### config.mk
export PLATFORM = sky130hd
export DESIGN_NAME = url_form_field_decoder_core
export DESIGN_NICKNAME = d
export VERILOG_FILES = /design/src/sv/ufd_pkg.sv /design/src/sv/ufd_front.sv /design/src/sv/ufd_queue.sv /design/src/sv/ufd_back.sv /design/src/sv/url_form_field_decoder_core.sv
export SDC_FILE = /design/constraint.sdc
export NUM_CORES = 1
export LEC_CHECK = 0
export BUFFER_PORTS_ARGS = -buffer_cell sky130_fd_sc_hd__buf_2
export CORE_MARGIN = 1.5
export CORE_UTILIZATION = 57
export DETAILED_ROUTE_END_ITERATION = 7
export GPL_ROUTABILITY_DRIVEN = 1
export PLACE_DENSITY_LB_ADDON = 0.08
export SLEW_MARGIN = 10
export SYNTH_ARGS = -nofsm -noshare
export SYNTH_HDL_FRONTEND = slang
export SYNTH_HIERARCHICAL = 1
export SYNTH_SLANG_ARGS = --single-unit
### constraint.sdc
create_clock -name i_clk -period 7.9 [get_ports i_clk]
set_input_delay 1.58 -clock i_clk [delete_from_list [all_inputs] [get_ports i_clk]]
set_output_delay 1.58 -clock i_clk [all_outputs]
set_load 0.01 [all_outputs]
### src/sv/ufd_pkg.sv
// ---------------------------------------------------------------------------
// ufd_pkg
// shared types and character constants of the form field decoder
// ---------------------------------------------------------------------------
package ufd_pkg;

    localparam logic [7:0] CH_PERCENT = 8'h25;
    localparam logic [7:0] CH_PLUS    = 8'h2B;
    localparam logic [7:0] CH_AMP     = 8'h26;
    localparam logic [7:0] CH_EQUAL   = 8'h3D;
    localparam logic [7:0] CH_ZERO    = 8'h30;
    localparam logic [7:0] CH_NINE    = 8'h39;
    localparam logic [7:0] CH_UPPER_A = 8'h41;
    localparam logic [7:0] CH_UPPER_D = 8'h44;
    localparam logic [7:0] CH_UPPER_Z = 8'h5A;
    localparam logic [7:0] CH_SPACE   = 8'h20;
    localparam logic [7:0] CH_LF      = 8'h0A;
    localparam logic [7:0] CH_CR      = 8'h0D;
    localparam logic [7:0] HEX_ALPHA_OFS = 8'd55;
    localparam logic [7:0] HEX_DIGIT_OFS = 8'd48;

    localparam logic [1:0] KIND_NAME  = 2'd0;
    localparam logic [1:0] KIND_VALUE = 2'd1;
    localparam logic [1:0] KIND_END   = 2'd2;

    typedef enum logic [2:0] {
        ESC_NONE    = 3'b001,
        ESC_PERCENT = 3'b010,
        ESC_HIGH    = 3'b100
    } t_esc_state;

    typedef enum logic [3:0] {
        NL_NONE    = 4'b0001,
        NL_CR      = 4'b0010,
        NL_PERCENT = 4'b0100,
        NL_ZERO    = 4'b1000
    } t_nl_state;

    localparam int SLOTS = 3;

    typedef struct packed {
        logic [7:0] in_byte;
        logic       end_of_string;
    } t_in;

    typedef struct packed {
        logic [7:0] out_byte;
        logic [1:0] item_kind;
        logic       last_of_run;
    } t_out;

    typedef struct packed {
        logic [7:0] out_byte;
        logic [1:0] item_kind;
    } t_slot;

    typedef struct packed {
        logic [1:0]             count;
        t_slot [SLOTS-1:0]      slots;
    } t_bundle;

endpackage

### src/sv/ufd_front.sv
// ---------------------------------------------------------------------------
// ufd_front
// takes one encoded byte per cycle unless the queue is full, tracks escape
// and pair state; each byte becomes a bundle of up to three decoded results
// ---------------------------------------------------------------------------
module ufd_front (
    input  logic             i_clk,
    input  logic             i_rst_n,
    input  logic             i_in_valid,
    input  ufd_pkg::t_in     i_in_data,
    output logic             o_in_stall,
    input  logic             i_q_full,
    output logic             o_q_push,
    output ufd_pkg::t_bundle o_q_data
);
    import ufd_pkg::*;

    typedef struct packed {
        logic       ok;
        logic [7:0] b;
        logic [1:0] k;
        logic       iv;
    } t_emit;

    logic       r_iv, n_iv;
    t_esc_state r_ep, n_ep;
    logic [7:0] r_hd, n_hd;
    t_nl_state  r_nl, n_nl;

    logic       accept;
    logic [7:0] b;
    logic [7:0] dig_h;
    logic [7:0] dig_l;
    logic [7:0] dec;
    logic [1:0] cnt;
    t_slot [SLOTS-1:0] slots;
    t_emit      e;

    function automatic logic [7:0] digit_of(input logic [7:0] c);
        return (c > CH_NINE) ? (c - HEX_ALPHA_OFS) : (c - HEX_DIGIT_OFS);
    endfunction

    function automatic t_emit emit_decoded(input logic [7:0] d, input logic iv);
        t_emit r;
        r.ok = 1'b1;
        r.b  = d;
        r.k  = KIND_VALUE;
        r.iv = iv;
        if (!iv) begin
            r.k = KIND_NAME;
            if (d == CH_EQUAL) begin
                r.ok = 1'b0;
                r.iv = 1'b1;
            end else if (d >= CH_UPPER_A && d <= CH_UPPER_Z) begin
                r.b = d + 8'd32;
            end
        end
        return r;
    endfunction

    assign accept     = i_in_valid && !i_q_full;
    assign o_in_stall = i_q_full;
    assign b          = i_in_data.in_byte;
    assign dig_h      = digit_of(r_hd);
    assign dig_l      = digit_of(b);
    assign dec        = {dig_h[3:0], 4'h0} + dig_l;

    always_comb begin
        n_iv  = r_iv;
        n_ep  = r_ep;
        n_hd  = r_hd;
        n_nl  = r_nl;
        cnt   = 2'd0;
        slots = '0;
        e     = '0;

        if (r_ep == ESC_PERCENT) begin
            n_hd = b;
            n_ep = ESC_HIGH;
            if (r_nl == NL_PERCENT) begin
                if (b == CH_ZERO) begin
                    n_nl = NL_ZERO;
                end else begin
                    n_nl = NL_CR;
                end
            end
        end else if (r_ep == ESC_HIGH) begin
            n_ep = ESC_NONE;
            if (r_nl == NL_ZERO && b == CH_UPPER_A) begin
                n_nl = NL_NONE;
                e = emit_decoded(CH_LF, n_iv);
                n_iv = e.iv;
                if (e.ok) begin
                    slots[cnt] = '{out_byte: e.b, item_kind: e.k};
                    cnt = cnt + 2'd1;
                end
            end else begin
                if (r_nl != NL_NONE) begin
                    n_nl = NL_NONE;
                    e = emit_decoded(CH_CR, n_iv);
                    n_iv = e.iv;
                    if (e.ok) begin
                        slots[cnt] = '{out_byte: e.b, item_kind: e.k};
                        cnt = cnt + 2'd1;
                    end
                end
                if (r_hd == CH_ZERO && b == CH_UPPER_D) begin
                    n_nl = NL_CR;
                end else begin
                    e = emit_decoded(dec, n_iv);
                    n_iv = e.iv;
                    if (e.ok) begin
                        slots[cnt] = '{out_byte: e.b, item_kind: e.k};
                        cnt = cnt + 2'd1;
                    end
                end
            end
        end else begin
            n_ep = ESC_NONE;
            if (b == CH_PERCENT) begin
                n_ep = ESC_PERCENT;
                if (r_nl != NL_NONE) begin
                    n_nl = NL_PERCENT;
                end
            end else begin
                if (r_nl != NL_NONE) begin
                    n_nl = NL_NONE;
                    e = emit_decoded(CH_CR, n_iv);
                    n_iv = e.iv;
                    if (e.ok) begin
                        slots[cnt] = '{out_byte: e.b, item_kind: e.k};
                        cnt = cnt + 2'd1;
                    end
                end
                if (b == CH_AMP) begin
                    slots[cnt] = '{out_byte: 8'h00, item_kind: KIND_END};
                    cnt = cnt + 2'd1;
                    n_iv = 1'b0;
                end else begin
                    e = emit_decoded((b == CH_PLUS) ? CH_SPACE : b, n_iv);
                    n_iv = e.iv;
                    if (e.ok) begin
                        slots[cnt] = '{out_byte: e.b, item_kind: e.k};
                        cnt = cnt + 2'd1;
                    end
                end
            end
        end

        if (i_in_data.end_of_string) begin
            if (n_nl != NL_NONE) begin
                e = emit_decoded(CH_CR, n_iv);
                if (e.ok) begin
                    slots[cnt] = '{out_byte: e.b, item_kind: e.k};
                    cnt = cnt + 2'd1;
                end
            end
            slots[cnt] = '{out_byte: 8'h00, item_kind: KIND_END};
            cnt = cnt + 2'd1;
            n_iv = 1'b0;
            n_ep = ESC_NONE;
            n_hd = 8'h00;
            n_nl = NL_NONE;
        end
    end

    assign o_q_push       = accept && (cnt != 2'd0);
    assign o_q_data.count = cnt;
    assign o_q_data.slots = slots;

    always_ff @(posedge i_clk) begin
        if (!i_rst_n) begin
            r_iv <= 1'b0;
            r_ep <= ESC_NONE;
            r_hd <= 8'h00;
            r_nl <= NL_NONE;
        end else if (accept) begin
            r_iv <= n_iv;
            r_ep <= n_ep;
            r_hd <= n_hd;
            r_nl <= n_nl;
        end
    end

endmodule

### src/sv/ufd_queue.sv
// ---------------------------------------------------------------------------
// ufd_queue
// small fifo of result bundles between the front and back parts
// ---------------------------------------------------------------------------
module ufd_queue #(
    parameter int DEPTH = 4
) (
    input  logic             i_clk,
    input  logic             i_rst_n,
    input  logic             i_push,
    input  ufd_pkg::t_bundle i_data,
    output logic             o_full,
    input  logic             i_pop,
    output logic             o_empty,
    output ufd_pkg::t_bundle o_data
);
    import ufd_pkg::*;

    localparam int AW = $clog2(DEPTH);

    t_bundle       r_mem [DEPTH];
    logic [AW:0]   r_wr_ptr, n_wr_ptr;
    logic [AW:0]   r_rd_ptr, n_rd_ptr;
    logic [AW:0]   fill;

    assign fill    = r_wr_ptr - r_rd_ptr;
    assign o_full  = fill[AW];
    assign o_empty = (r_wr_ptr == r_rd_ptr);
    assign o_data  = r_mem[r_rd_ptr[AW-1:0]];

    assign n_wr_ptr = r_wr_ptr + {{AW{1'b0}}, 1'b1};
    assign n_rd_ptr = r_rd_ptr + {{AW{1'b0}}, 1'b1};

    always_ff @(posedge i_clk) begin
        if (i_push && !o_full) begin
            r_mem[r_wr_ptr[AW-1:0]] <= i_data;
        end
    end

    always_ff @(posedge i_clk) begin
        if (!i_rst_n) begin
            r_wr_ptr <= '0;
            r_rd_ptr <= '0;
        end else begin
            if (i_push && !o_full) begin
                r_wr_ptr <= n_wr_ptr;
            end
            if (i_pop && !o_empty) begin
                r_rd_ptr <= n_rd_ptr;
            end
        end
    end

endmodule

### src/sv/ufd_back.sv
// ---------------------------------------------------------------------------
// ufd_back
// unpacks queued bundles into single results through an output register
// ---------------------------------------------------------------------------
module ufd_back (
    input  logic             i_clk,
    input  logic             i_rst_n,
    input  logic             i_q_empty,
    input  ufd_pkg::t_bundle i_q_data,
    output logic             o_q_pop,
    output logic             o_out_valid,
    output ufd_pkg::t_out    o_out_data,
    input  logic             i_out_stall
);
    import ufd_pkg::*;

    logic [1:0] r_idx, n_idx;
    logic       r_out_valid;
    t_out       r_out_data;
    logic       load;
    logic       last;
    t_slot      cur;

    assign load    = !i_q_empty && (!r_out_valid || !i_out_stall);
    assign last    = (r_idx == (i_q_data.count - 2'd1));
    assign cur     = i_q_data.slots[r_idx];
    assign o_q_pop = load && last;
    assign n_idx   = last ? 2'd0 : (r_idx + 2'd1);

    always_ff @(posedge i_clk) begin
        if (!i_rst_n) begin
            r_idx       <= 2'd0;
            r_out_valid <= 1'b0;
        end else begin
            if (load) begin
                r_idx       <= n_idx;
                r_out_valid <= 1'b1;
            end else if (!i_out_stall) begin
                r_out_valid <= 1'b0;
            end
        end
    end

    always_ff @(posedge i_clk) begin
        if (load) begin
            r_out_data <= '{out_byte: cur.out_byte, item_kind: cur.item_kind,
                            last_of_run: last};
        end
    end

    assign o_out_valid = r_out_valid;
    assign o_out_data  = r_out_data;

endmodule

### src/sv/url_form_field_decoder_core.sv
// ---------------------------------------------------------------------------
// url_form_field_decoder_core
// url form-encoded string decoder into name, value and end-of-pair results
// ---------------------------------------------------------------------------
// One encoded byte is accepted per cycle as long as the bundle queue
// (QUEUE_DEPTH entries) has room; each byte turns in the same cycle into a
// bundle of zero to three results. Results leave one per cycle from the
// output register while i_out_stall is low; a byte with several results
// holds the output side longer and the queue absorbs the difference. An
// accepted byte is held in the queue and then in the output register.
// '+' gives a space, %HL escapes decode with upper-case hex arithmetic,
// %0D%0A gives one newline, '&' and end of string close a pair, the first
// '=' switches to the value and name letters are lower-cased.
module url_form_field_decoder_core #(
    parameter int QUEUE_DEPTH = 4
) (
    input  logic          i_clk,
    input  logic          i_rst_n,
    input  logic          i_in_valid,
    input  ufd_pkg::t_in  i_in_data,
    output logic          o_in_stall,
    output logic          o_out_valid,
    output ufd_pkg::t_out o_out_data,
    input  logic          i_out_stall
);
    import ufd_pkg::*;

    logic    q_push;
    logic    q_full;
    logic    q_pop;
    logic    q_empty;
    t_bundle q_wdata;
    t_bundle q_rdata;

    ufd_front u_front (
        .i_clk      (i_clk),
        .i_rst_n    (i_rst_n),
        .i_in_valid (i_in_valid),
        .i_in_data  (i_in_data),
        .o_in_stall (o_in_stall),
        .i_q_full   (q_full),
        .o_q_push   (q_push),
        .o_q_data   (q_wdata)
    );

    ufd_queue #(
        .DEPTH (QUEUE_DEPTH)
    ) u_queue (
        .i_clk   (i_clk),
        .i_rst_n (i_rst_n),
        .i_push  (q_push),
        .i_data  (q_wdata),
        .o_full  (q_full),
        .i_pop   (q_pop),
        .o_empty (q_empty),
        .o_data  (q_rdata)
    );

    ufd_back u_back (
        .i_clk       (i_clk),
        .i_rst_n     (i_rst_n),
        .i_q_empty   (q_empty),
        .i_q_data    (q_rdata),
        .o_q_pop     (q_pop),
        .o_out_valid (o_out_valid),
        .o_out_data  (o_out_data),
        .i_out_stall (i_out_stall)
    );

endmodule
==> summary.json, run 1 <==
{
  "run_status": {"value": "finished clean"},
  "critical_path.max_fanout": {"value": 32},
  "setup_repair_after_global_routing_missed_its_margin": {"value": "false"},
  "cts_max_path_buffers": {"value": 2},
  "cts_post_setup_buffers_inserted": {"value": 0},
  "post_synth_instance_area": {"value": 8400, "unit": "um^2"},
  "postLayoutCellArea": {"value": 9350, "unit": "um^2"},
  "cts_made_buffers": {"value": 17},
  "power_density": {"value": 292, "unit": "nW/um^2"},
  "top_cells_by_instance_count_after_synthesis": {"value": "edfxtp_1 (139), nand2_1 (42), ha_1 (34)"},
  "critical_path.startpoint": {"value": "i_in_data[2]"},
  "ff_latch_area": {"value": 4720, "unit": "um^2"},
  "drc": {"value": 0},
  "timing.final.crit_share": {"value": 91.5, "unit": "%"},
  "irDropWorstVdd": {"value": 0.160, "unit": "mV"},
  "grt-ovfl-total": {"value": 0},
  "vias": {"value": 5329},
  "cts_hold_repair.buffers": {"value": 0},
  "start_util": {"value": 58.0, "unit": "%"},
  "detail_route.vias_per_cell": {"value": 6.20},
  "place_hpwl": {"value": 11900, "unit": "um"},
  "syn-instance-count": {"value": 642},
  "final_antenna_net_count": {"value": 0},
  "drt-pass1-iter-count": {"value": 5},
  "holdCritStartpoint": {"value": "u_back/o_out_valid"},
  "final_nets": {"value": 710},
  "timing_worst_setup_path_type": {"value": "primary input to flop"},
  "fmaxAchievable": {"value": 0.138, "unit": "GHz"},
  "depth_of_the_worst_hold_timing_path": {"value": 2},
  "ctsRootBufferMaster": {"value": "clkbuf_16"},
  "worst_hold_path_type": {"value": "flop to flop"},
  "synthToLayoutAreaGrowth": {"value": 11.3, "unit": "%"},
  "timing.clock.skew": {"value": 10.8, "unit": "ps"},
  "cts_sinks": {"value": 166},
  "htree_levels": {"value": 4},
  "critPathSlowestCell": {"value": "or4_4"},
  "clock_tree_from_tritoncts": {"value": "built"},
  "die_area": {"value": 15500, "unit": "um^2"},
  "cp_common_cell": {"value": "inv_1"},
  "grt_util_all_layers": {"value": 23.7, "unit": "%"},
  "synth_top_area_cells": {"value": "edfxtp_1 (50%), mux4_2 (8.6%), dfxtp_1 (6.4%)"},
  "nFillCells": {"value": 1039},
  "synthArstFlopShare": {"value": 0, "unit": "%"},
  "cp.arrival": {"value": 7340, "unit": "ps"},
  "port_buffers": {"value": 25},
  "dpl-instance-area": {"value": 8710, "unit": "um^2"},
  "io-pin-count": {"value": 26},
  "critPathMaxStageDelay": {"value": 540, "unit": "ps"},
  "gp_routability_congestion": {"value": 0.909},
  "vertical_die_dimension": {"value": 124, "unit": "um"},
  "synth_largest_type_area_fraction": {"value": 49.7, "unit": "%"},
  "grt_antenna_before_repair": {"value": 0},
  "count_of_inserted_antenna_diode_cells": {"value": 0},
  "yosysMostFrequentCell": {"value": "edfxtp_1"},
  "grt_pass1_vias": {"value": 5320},
  "clk_pin_slew_worst_paths": {"value": 60, "unit": "ps"},
  "cp_data_required_time": {"value": 8010, "unit": "ps"},
  "yosysTopAreaCell": {"value": "edfxtp_1"},
  "ys.flop_type": {"value": "edfxtp_1"},
  "worstSkewPairLatency": {"value": 420, "unit": "ps"},
  "launch_instance_of_the_worst_register_to_register_path": {"value": "u_front/r_hd[0]"},
  "setup_viol_count_final": {"value": 0},
  "ys_ff_latch": {"value": 166},
  "drive_above_1_share": {"value": 18.4, "unit": "%"},
  "reg2reg_setup_slack": {"value": 1650, "unit": "ps"},
  "synth_sequential_area_ratio": {"value": 56.1, "unit": "%"},
  "shortest_clock_period_the_worst_path_allows_after_layout": {"value": 7230, "unit": "ps"},
  "post_drt_wl_per_cell": {"value": 20.4, "unit": "um"},
  "synthDistinctLibCells": {"value": 78},
  "report.final.slew_viol_count": {"value": 0},
  "std_cell_rows": {"value": 44},
  "cts_repair_resize_count": {"value": 0},
  "tightest_slew": {"value": 1130, "unit": "ps"},
  "worst_r2r_path_depth": {"value": 26},
  "start_kind": {"value": "primary input"},
  "timing.slew.headroom": {"value": 23.9, "unit": "%"},
  "area_of_combinational_cells_with_multiple_inputs": {"value": 3380, "unit": "um^2"},
  "critPathCaptureType": {"value": "flop"},
  "fp.dieW": {"value": 124, "unit": "um"},
  "holdWs": {"value": 469, "unit": "ps"},
  "core_area": {"value": 14500, "unit": "um^2"},
  "postSynthAreaPerCell": {"value": 13.1, "unit": "um^2"},
  "timing.max_cap.violations": {"value": 0},
  "wire_length_of_the_first_global_routing_pass": {"value": 28600, "unit": "um"},
  "grt_max_degree": {"value": 33},
  "synth_edf_count": {"value": 139},
  "first_iter_violations": {"value": 393},
  "routed_wirelength": {"value": 17500, "unit": "um"},
  "totalPowerFinal": {"value": 0.00273, "unit": "W"},
  "hold_violations": {"value": 0},
  "holdPathEnd": {"value": "u_back/o_out_valid"},
  "totalNegativeSetupSlack": {"value": 0, "unit": "ps"},
  "power_leakage": {"value": 3.25, "unit": "nW"},
  "synth.yosys.warnings": {"value": 6},
  "reg2reg_to": {"value": "u_queue/r_mem[0][9]"}
}
critical path: cells and delay by family:
kind                     cells  cell delay, ps
XOR/XNOR                     1             250
AO/OA/AOI/OAI                4             770
multiplexers                 3             530
adder cells (fa/ha/maj)      5            1620
buffers and inverters        7             930
AND/OR/NAND/NOR              7            1630
layer usage:
layer | GRT usage [%] | share of wire, % | routed length, um
met1 | 32.8 | 45 | 7880
met2 | 38.9 | 49 | 8620
met3 | 4.04 | 4.5 | 792
met4 | 7.03 | 1.1 | 193
met5 | 0 | 0 | 0
area by class of cell:
cell class | count | share of cell area [%]
multi-input cells | 408 | 36.1
clock inverters | 15 | 2.32
well taps | 184 | 2.46
repair buffers | 37 | 2.84
flip-flops and latches | 166 | 50.4
clock buffers | 17 | 4.55
inverters | 32 | 1.28
worst max path at each step:
stage	slack (ps)	cells past startpoint	endpoint
2_1_floorplan	110	26	u_queue/r_mem[0][0]
3_3_place_gp	470	27	u_queue/r_mem[0][26]
3_5_place_dp	300	27	u_queue/r_mem[0][28]
4_1_cts	720	27	u_queue/r_mem[0][9]
5_1_grt	320	27	u_queue/r_mem[0][9]
6_report	670	27	u_queue/r_mem[0][9]
state kept, by name, summed over array words and instances, names as in the netlist, named ones only:
signal,cells
u_front/r_nl,4
u_queue/r_mem,128
u_queue/r_wr_ptr,3
u_front/r_iv,1
u_queue/r_rd_ptr,3
u_front/r_hd,8
u_back/r_idx,2
u_back/o_out_data,11
u_back/o_out_valid,1
u_front/r_ep,3
cell families after synthesis:
| kind of cell | after synthesis | share of synthesized area, % |
|---|---|---|
| flip-flops | 166 | 56.1 |
| AND/OR/NAND/NOR | 169 | 11.3 |
| XOR/XNOR | 17 | 1.94 |
| other | 1 | 0.0446 |
| buffers and inverters | 72 | 3.93 |
| AO/OA/AOI/OAI | 131 | 10.5 |
| multiplexers | 51 | 10.9 |
| adder cells (fa/ha/maj) | 35 | 5.30 |
cell usage in the layout (no fill, tap or decap), drive strengths merged, types with 9 or more instances in the layout:
master and count:
a21oi 27, a31oi 9, and2 12, buf 37, clkbuf 17, dfxtp 27
edfxtp 139, ha 34, inv 36, mux2i 16, mux4 32, nand2 42
nor2 27, nor2b 16, nor3 11, o21ai 36, xnor2 14
through the flow:
| stage | instances | setup slack, ps | utilization [%] |
|---|---|---|---|
| after floorplan | 646 | 113 | - |
| after global placement | 827 | 475 | 60.1 |
| after detailed placement | 827 | 295 | 60.1 |
| after CTS | 859 | 717 | 64.6 |
| after global routing | 859 | 324 | 64.6 |
| final | 859 | 672 | 64.6 |
report_power, final:
part | leakage, nW | internal (W) | switching [W]
logic | 1.44 | 0.000252 | 0.000389
clock network | 0.306 | 0.000537 | 0.000349
registers | 1.50 | 0.00116 | 0.0000453
total | 3.25 | 0.00195 | 0.000783
Power figures use the tool's default switching activity.
==> run 2: changes to the inputs <==
--- a/config.mk
+++ b/config.mk
@@ -6,10 +6,13 @@
 export NUM_CORES = 1
 export LEC_CHECK = 0
 export BUFFER_PORTS_ARGS = -buffer_cell sky130_fd_sc_hd__buf_2
+export CELL_PAD_IN_SITES_DETAIL_PLACEMENT = 1
+export CELL_PAD_IN_SITES_GLOBAL_PLACEMENT = 2
 export CORE_MARGIN = 1.5
-export CORE_UTILIZATION = 57
+export CORE_UTILIZATION = 41
 export DETAILED_ROUTE_END_ITERATION = 7
 export GPL_ROUTABILITY_DRIVEN = 1
+export MAX_ROUTING_LAYER = met4
 export PLACE_DENSITY_LB_ADDON = 0.08
 export SLEW_MARGIN = 10
 export SYNTH_ARGS = -nofsm -noshare
==> run 2 against run 1 <==
  * Register-to-register slack worse by 70 ps
  * Die area is 38% higher
  * Hold slack better by 12 ps
  * Core utilization is 18 points lower
  * Critical path depth stayed put
  * Routed wire length is 11% higher
  * Highest routed layer unchanged
==> summary.json, run 2 (synthesis gave the netlist of run 1 again) <==
{
  "run_status": {"value": "finished clean"},
  "setup_ws": {"value": 649, "unit": "ps"},
  "std_cell_rows": {"value": 52},
  "vias": {"value": 5259},
  "report.final.slew_viol_count": {"value": 0},
  "hold_violations": {"value": 0},
  "cp.arrival": {"value": 7350, "unit": "ps"},
  "drive_above_1_share": {"value": 18.6, "unit": "%"},
  "routed_wirelength": {"value": 19500, "unit": "um"},
  "clock_tree_from_tritoncts": {"value": "built"},
  "cts_post_setup_buffers_inserted": {"value": 0},
  "holdCritStartpoint": {"value": "u_back/o_out_valid"},
  "synthToLayoutAreaGrowth": {"value": 12.6, "unit": "%"},
  "timing.slew.headroom": {"value": 44.3, "unit": "%"},
  "worst_hold_path_type": {"value": "flop to flop"},
  "cts_sinks": {"value": 166},
  "grt_pass1_vias": {"value": 5629},
  "cts_hold_repair.buffers": {"value": 0},
  "gp_routability_congestion": {"value": 0.838},
  "worstSkewPairLatency": {"value": 420, "unit": "ps"},
  "start_util": {"value": 41.7, "unit": "%"},
  "count_of_inserted_antenna_diode_cells": {"value": 0},
  "die_area": {"value": 21400, "unit": "um^2"},
  "start_kind": {"value": "primary input"},
  "cp.buffers_inverters": {"value": 7},
  "pre_cts_ws": {"value": 188, "unit": "ps"},
  "grt_max_degree": {"value": 33},
  "wire_length_of_the_first_global_routing_pass": {"value": 31600, "unit": "um"},
  "cts_max_path_buffers": {"value": 2},
  "cts_repair_resize_count": {"value": 0},
  "setup_viol_count_final": {"value": 0},
  "launch_instance_of_the_worst_register_to_register_path": {"value": "u_front/r_hd[0]"},
  "worst_r2r_path_depth": {"value": 26},
  "final_antenna_net_count": {"value": 0},
  "core_area": {"value": 20200, "unit": "um^2"},
  "first_iter_violations": {"value": 275},
  "htree_levels": {"value": 4},
  "cts_made_buffers": {"value": 17},
  "critPathSlowestCell": {"value": "or4_4"},
  "cp_data_required_time": {"value": 8000, "unit": "ps"},
  "place_hpwl": {"value": 13700, "unit": "um"},
  "power_leakage": {"value": 3.26, "unit": "nW"},
  "mostFrequentLayoutCell": {"value": "edfxtp_1"},
  "dpl-instance-area": {"value": 8840, "unit": "um^2"},
  "timing.max_cap.violations": {"value": 0},
  "power_density": {"value": 287, "unit": "nW/um^2"},
  "cp_common_cell": {"value": "inv_1"},
  "shortest_clock_period_the_worst_path_allows_after_layout": {"value": 7250, "unit": "ps"},
  "reg2reg_to": {"value": "u_queue/r_mem[0][13]"},
  "critPathMaxStageDelay": {"value": 540, "unit": "ps"},
  "timing.final.crit_share": {"value": 91.8, "unit": "%"},
  "vertical_die_dimension": {"value": 146, "unit": "um"},
  "totalNegativeSetupSlack": {"value": 0, "unit": "ps"},
  "fp.dieW": {"value": 146, "unit": "um"},
  "mostFrequentLayoutCells": {"value": "edfxtp_1 (139), nand2_1 (42), ha_1 (34), o21ai_0 (32), mux4_2 (32)"},
  "post_drt_wl_per_cell": {"value": 20.5, "unit": "um"},
  "drt-pass1-iter-count": {"value": 5},
  "holdWs": {"value": 481, "unit": "ps"},
  "grt-ovfl-total": {"value": 0},
  "critical_path.max_fanout": {"value": 32},
  "critPathCaptureType": {"value": "flop"},
  "ctsRootBufferMaster": {"value": "clkbuf_16"},
  "setup_repair_after_global_routing_missed_its_margin": {"value": "false"},
  "tightest_slew": {"value": 824, "unit": "ps"},
  "irDropWorstVdd": {"value": 0.147, "unit": "mV"},
  "port_buffers": {"value": 25},
  "largest_reg_flops": {"value": 128},
  "timing_worst_setup_path_type": {"value": "primary input to flop"},
  "clk_pin_slew_worst_paths": {"value": 60, "unit": "ps"},
  "detail_route.vias_per_cell": {"value": 5.55},
  "nFillCells": {"value": 2095},
  "cpLargestDelayFamily": {"value": "simple AND/OR/NAND/NOR gates"},
  "io-pin-count": {"value": 26},
  "final_nets": {"value": 713},
  "grt_antenna_before_repair": {"value": 0},
  "depth_of_the_worst_hold_timing_path": {"value": 2},
  "drc": {"value": 0},
  "fmaxAchievable": {"value": 0.138, "unit": "GHz"},
  "holdPathEnd": {"value": "u_back/o_out_valid"},
  "reg2reg_setup_slack": {"value": 1580, "unit": "ps"},
  "timing.clock.skew": {"value": 13.9, "unit": "ps"},
  "grt_util_all_layers": {"value": 19.9, "unit": "%"},
  "postLayoutCellArea": {"value": 9460, "unit": "um^2"}
}
[run 2: cell type report]
cell class	count	area [um^2]	area share (%)
repair buffers	40	288	3.04
flip-flops and latches	166	4720	49.9
clock buffers	18	429	4.54
clock inverters	14	189	2.00
multi-input cells	408	3380	35.7
inverters	32	120	1.27
well taps	270	338	3.57
[run 2: how the worst max path moves through the flow]
stage                             from              endpoint  slack [ps]  cells past startpoint
after floorplan           i_in_data[2]   u_queue/r_mem[0][0]         110                     26
after global placement    i_in_data[1]  u_queue/r_mem[0][26]         420                     24
after detailed placement  i_in_data[1]  u_queue/r_mem[0][26]         190                     27
after CTS                 i_in_data[1]  u_queue/r_mem[0][13]         640                     27
after global routing      i_in_data[1]   u_queue/r_mem[0][3]         240                     27
final                     i_in_data[1]  u_queue/r_mem[0][13]         650                     27
[run 2: report_power, final]
group | internal [W] | switching, W | leakage, nW
Clock | 0.000508 | 0.000351 | 0.301
Sequential | 0.00116 | 0.0000438 | 1.50
Combinational | 0.000255 | 0.000399 | 1.46
[run 2: metrics by stage]
step,power [W],utilization [%],instances
global placement,0.00186,43.8,916
global route,0.00286,46.9,948
finish,0.00272,46.9,948
detailed placement,0.00189,43.8,916
CTS,0.00276,46.9,948
floorplan,0.00166,-,646
[run 2: worst reg2reg max path, cell delays in order, from the launching register on]
cell	delay, ps
dfxtp_1	490
ha_1	200
o21bai_1	80
a211oi_1	490
xnor2_1	200
ha_1	190
inv_1	60
fa_1	370
xor2_1	220
inv_1	110
or4_4	440
or4_4	540
ha_1	290
mux2i_1	60
nand2_1	70
nand3_1	200
ha_1	370
nand2_1	40
nand2_1	120
inv_1	60
ha_1	270
mux2i_1	190
o21a_1	160
inv_1	110
a21oi_4	190
and2_1	200
buf_12	230
[run 2: routing by layer]
layer  vias to the layer above  share of wire (%)  track usage, %  wire (um)
met3                        10                2.3            2.91        456
met1                      2696                 46            26.2       9050
met5                         -                  0               -          0
li1                       2486                  -               -          -
met4                         0               0.83            4.34        161
met2                        67                 50            33.0       9800
==> run 3: changes to the inputs <==
--- a/config.mk
+++ b/config.mk
@@ -9,12 +9,12 @@
 export CELL_PAD_IN_SITES_DETAIL_PLACEMENT = 1
 export CELL_PAD_IN_SITES_GLOBAL_PLACEMENT = 2
 export CORE_MARGIN = 1.5
-export CORE_UTILIZATION = 41
+export CORE_UTILIZATION = 42
+export CTS_BUF_LIST = sky130_fd_sc_hd__clkbuf_4 sky130_fd_sc_hd__clkbuf_8
 export DETAILED_ROUTE_END_ITERATION = 7
 export GPL_ROUTABILITY_DRIVEN = 1
 export MAX_ROUTING_LAYER = met4
 export PLACE_DENSITY_LB_ADDON = 0.08
-export SLEW_MARGIN = 10
 export SYNTH_ARGS = -nofsm -noshare
 export SYNTH_HDL_FRONTEND = slang
 export SYNTH_HIERARCHICAL = 1
==> run 3 against run 2 <==
  * Cell area is 1.9% lower
  * Power is 7.4% lower
  * Largest power group unchanged
  * Combinational power is 0.6% lower
  * Largest cell class unchanged
  * Highest routed layer unchanged
==> summary.json, run 3 (synthesis gave the netlist of run 1 again) <==
{
  "setup_viol_count_final": {"value": 0},
  "wire_length_of_the_first_global_routing_pass": {"value": 31600, "unit": "um"},
  "timing.final.crit_share": {"value": 93.0, "unit": "%"},
  "htree_levels": {"value": 4},
  "cts_sinks": {"value": 166},
  "reg2reg_setup_slack": {"value": 1440, "unit": "ps"},
  "grt_max_degree": {"value": 33},
  "critPathSlowestCell": {"value": "or4_4"},
  "power_leakage": {"value": 3.18, "unit": "nW"},
  "hold_violations": {"value": 0},
  "nFillCells": {"value": 2043},
  "timing.slew.headroom": {"value": 39.3, "unit": "%"},
  "io-pin-count": {"value": 26},
  "grt_util_all_layers": {"value": 21.0, "unit": "%"},
  "cts_post_setup_buffers_inserted": {"value": 0},
  "start_util": {"value": 43.0, "unit": "%"},
  "worstSkewPairLatency": {"value": 450, "unit": "ps"},
  "gp_routability_congestion": {"value": 0.857},
  "post_drt_wl_per_cell": {"value": 20.7, "unit": "um"},
  "timing.max_cap.violations": {"value": 0},
  "fp.dieW": {"value": 144, "unit": "um"},
  "cts_hold_repair.buffers": {"value": 0},
  "mostFrequentLayoutCells": {"value": "edfxtp_1 (139), nand2_1 (42), ha_1 (34), o21ai_0 (32), mux4_2 (32)"},
  "vertical_die_dimension": {"value": 144, "unit": "um"},
  "critical_path.startpoint": {"value": "i_in_data[1]"},
  "cp.arrival": {"value": 7480, "unit": "ps"},
  "irDropWorstVdd": {"value": 0.134, "unit": "mV"},
  "drt-pass1-iter-count": {"value": 4},
  "first_iter_violations": {"value": 285},
  "place_hpwl": {"value": 13700, "unit": "um"},
  "grt_pass1_vias": {"value": 5743},
  "mostFrequentLayoutCell": {"value": "edfxtp_1"},
  "final_nets": {"value": 713},
  "critical_path.max_fanout": {"value": 32},
  "cp_common_cell": {"value": "inv_1"},
  "start_kind": {"value": "primary input"},
  "grt_antenna_before_repair": {"value": 0},
  "clk_pin_slew_worst_paths": {"value": 90, "unit": "ps"},
  "timing.clock.skew": {"value": 23.9, "unit": "ps"},
  "final_antenna_net_count": {"value": 0},
  "die_area": {"value": 20900, "unit": "um^2"},
  "stdcell_count": {"value": 943},
  "totalPowerFinal": {"value": 0.00252, "unit": "W"},
  "reg2reg_to": {"value": "u_queue/r_mem[0][13]"},
  "cp_data_required_time": {"value": 8030, "unit": "ps"},
  "std_cell_rows": {"value": 51},
  "cts_max_path_buffers": {"value": 2},
  "shortest_clock_period_the_worst_path_allows_after_layout": {"value": 7350, "unit": "ps"},
  "critPathMaxStageDelay": {"value": 550, "unit": "ps"},
  "worst_r2r_path_depth": {"value": 26},
  "routed_wirelength": {"value": 19600, "unit": "um"},
  "timing.critical_path.to": {"value": "u_queue/r_mem[0][13]"},
  "largest_reg_flops": {"value": 128},
  "cts_made_buffers": {"value": 17},
  "dpl.cell_count": {"value": 911},
  "drc": {"value": 0},
  "ff_latch_area": {"value": 4720, "unit": "um^2"},
  "totalNegativeSetupSlack": {"value": 0, "unit": "ps"},
  "setup_repair_after_global_routing_missed_its_margin": {"value": "false"},
  "launch_instance_of_the_worst_register_to_register_path": {"value": "u_front/r_hd[0]"},
  "port_buffers": {"value": 25},
  "detail_route.vias_per_cell": {"value": 5.55},
  "run_status": {"value": "finished clean"},
  "worst_hold_path_type": {"value": "flop to flop"},
  "power_density": {"value": 271, "unit": "nW/um^2"},
  "grt-ovfl-total": {"value": 0},
  "core_area": {"value": 19500, "unit": "um^2"},
  "ctsRootBufferMaster": {"value": "clkbuf_8"},
  "area_of_combinational_cells_with_multiple_inputs": {"value": 3380, "unit": "um^2"},
  "critPathCaptureType": {"value": "flop"},
  "timing_worst_setup_path_type": {"value": "primary input to flop"},
  "vias": {"value": 5232},
  "count_of_inserted_antenna_diode_cells": {"value": 0},
  "clock_tree_from_tritoncts": {"value": "built"},
  "drive_above_1_share": {"value": 18.7, "unit": "%"},
  "cts_repair_resize_count": {"value": 0},
  "fmaxAchievable": {"value": 0.136, "unit": "GHz"},
  "report.final.slew_viol_count": {"value": 0},
  "synthToLayoutAreaGrowth": {"value": 10.4, "unit": "%"},
  "tightest_slew": {"value": 899, "unit": "ps"}
}
-- run 3: cell count changes in the layout (fill, tap and decap cells not counted), sizes merged --
cell | before | now
clkbuf | 18 | 17
clkinv | 5 | 6
-- run 3: final cells by class --
class	instances	area share [%]
clock inverter	15	2.28
tap	265	3.57
clock buffer	17	2.52
inverter	32	1.29
timing repair buffer	40	3.10
multi-input combinational	408	36.4
sequential	166	50.8
-- run 3: per-stage QoR --
stage / util (%) / cell area (um^2) / hold slack, ps / setup WS (ps)
after detailed placement: 45.2 / 8830 / 507 / 106
after CTS: 47.5 / 9280 / 519 / 605
after global routing: 47.5 / 9280 / 536 / 188
after global placement: 45.2 / 8830 / 454 / 416
final: 47.5 / 9280 / 505 / 550
after floorplan: - / 8420 / 469 / 113
-- run 3: layer usage --
layer / wire length (um) / up-vias / global-route usage [%]
met1: 8780 / 2648 / 26.1
met2: 9960 / 90 / 35.4
met4: 278 / 0 / 6.54
met5: 0 / - / -
met3: 535 / 20 / 3.41
li1: - / 2474 / -
-- run 3: worst min-delay path by stage --
stage	cells past startpoint	slack, ps	endpoint	startpoint
floorplan	2	470	u_queue/r_wr_ptr[0]	u_queue/r_wr_ptr[0]
global placement	2	450	u_back/o_out_valid	u_back/o_out_valid
detailed placement	2	510	u_back/o_out_valid	u_back/o_out_valid
CTS	2	520	u_back/o_out_valid	u_back/o_out_valid
global route	2	540	u_back/o_out_valid	u_back/o_out_valid
finish	2	510	u_back/o_out_valid	u_back/o_out_valid
-- run 3: power by group --
group	total, W	internal (W)	switching [W]
registers	0.00120	0.00116	0.0000440
logic	0.000651	0.000256	0.000395
clock network	0.000663	0.000328	0.000335
-- run 3: critical path, delay by kind of cell --
| kind | cells | cell delay (ps) |
|---|---|---|
| compound gates | 4 | 850 |
| mux | 3 | 550 |
| buf+inv | 7 | 970 |
| fa+ha+maj | 5 | 1590 |
| xor+xnor | 1 | 250 |
| simple gates | 7 | 1650 |
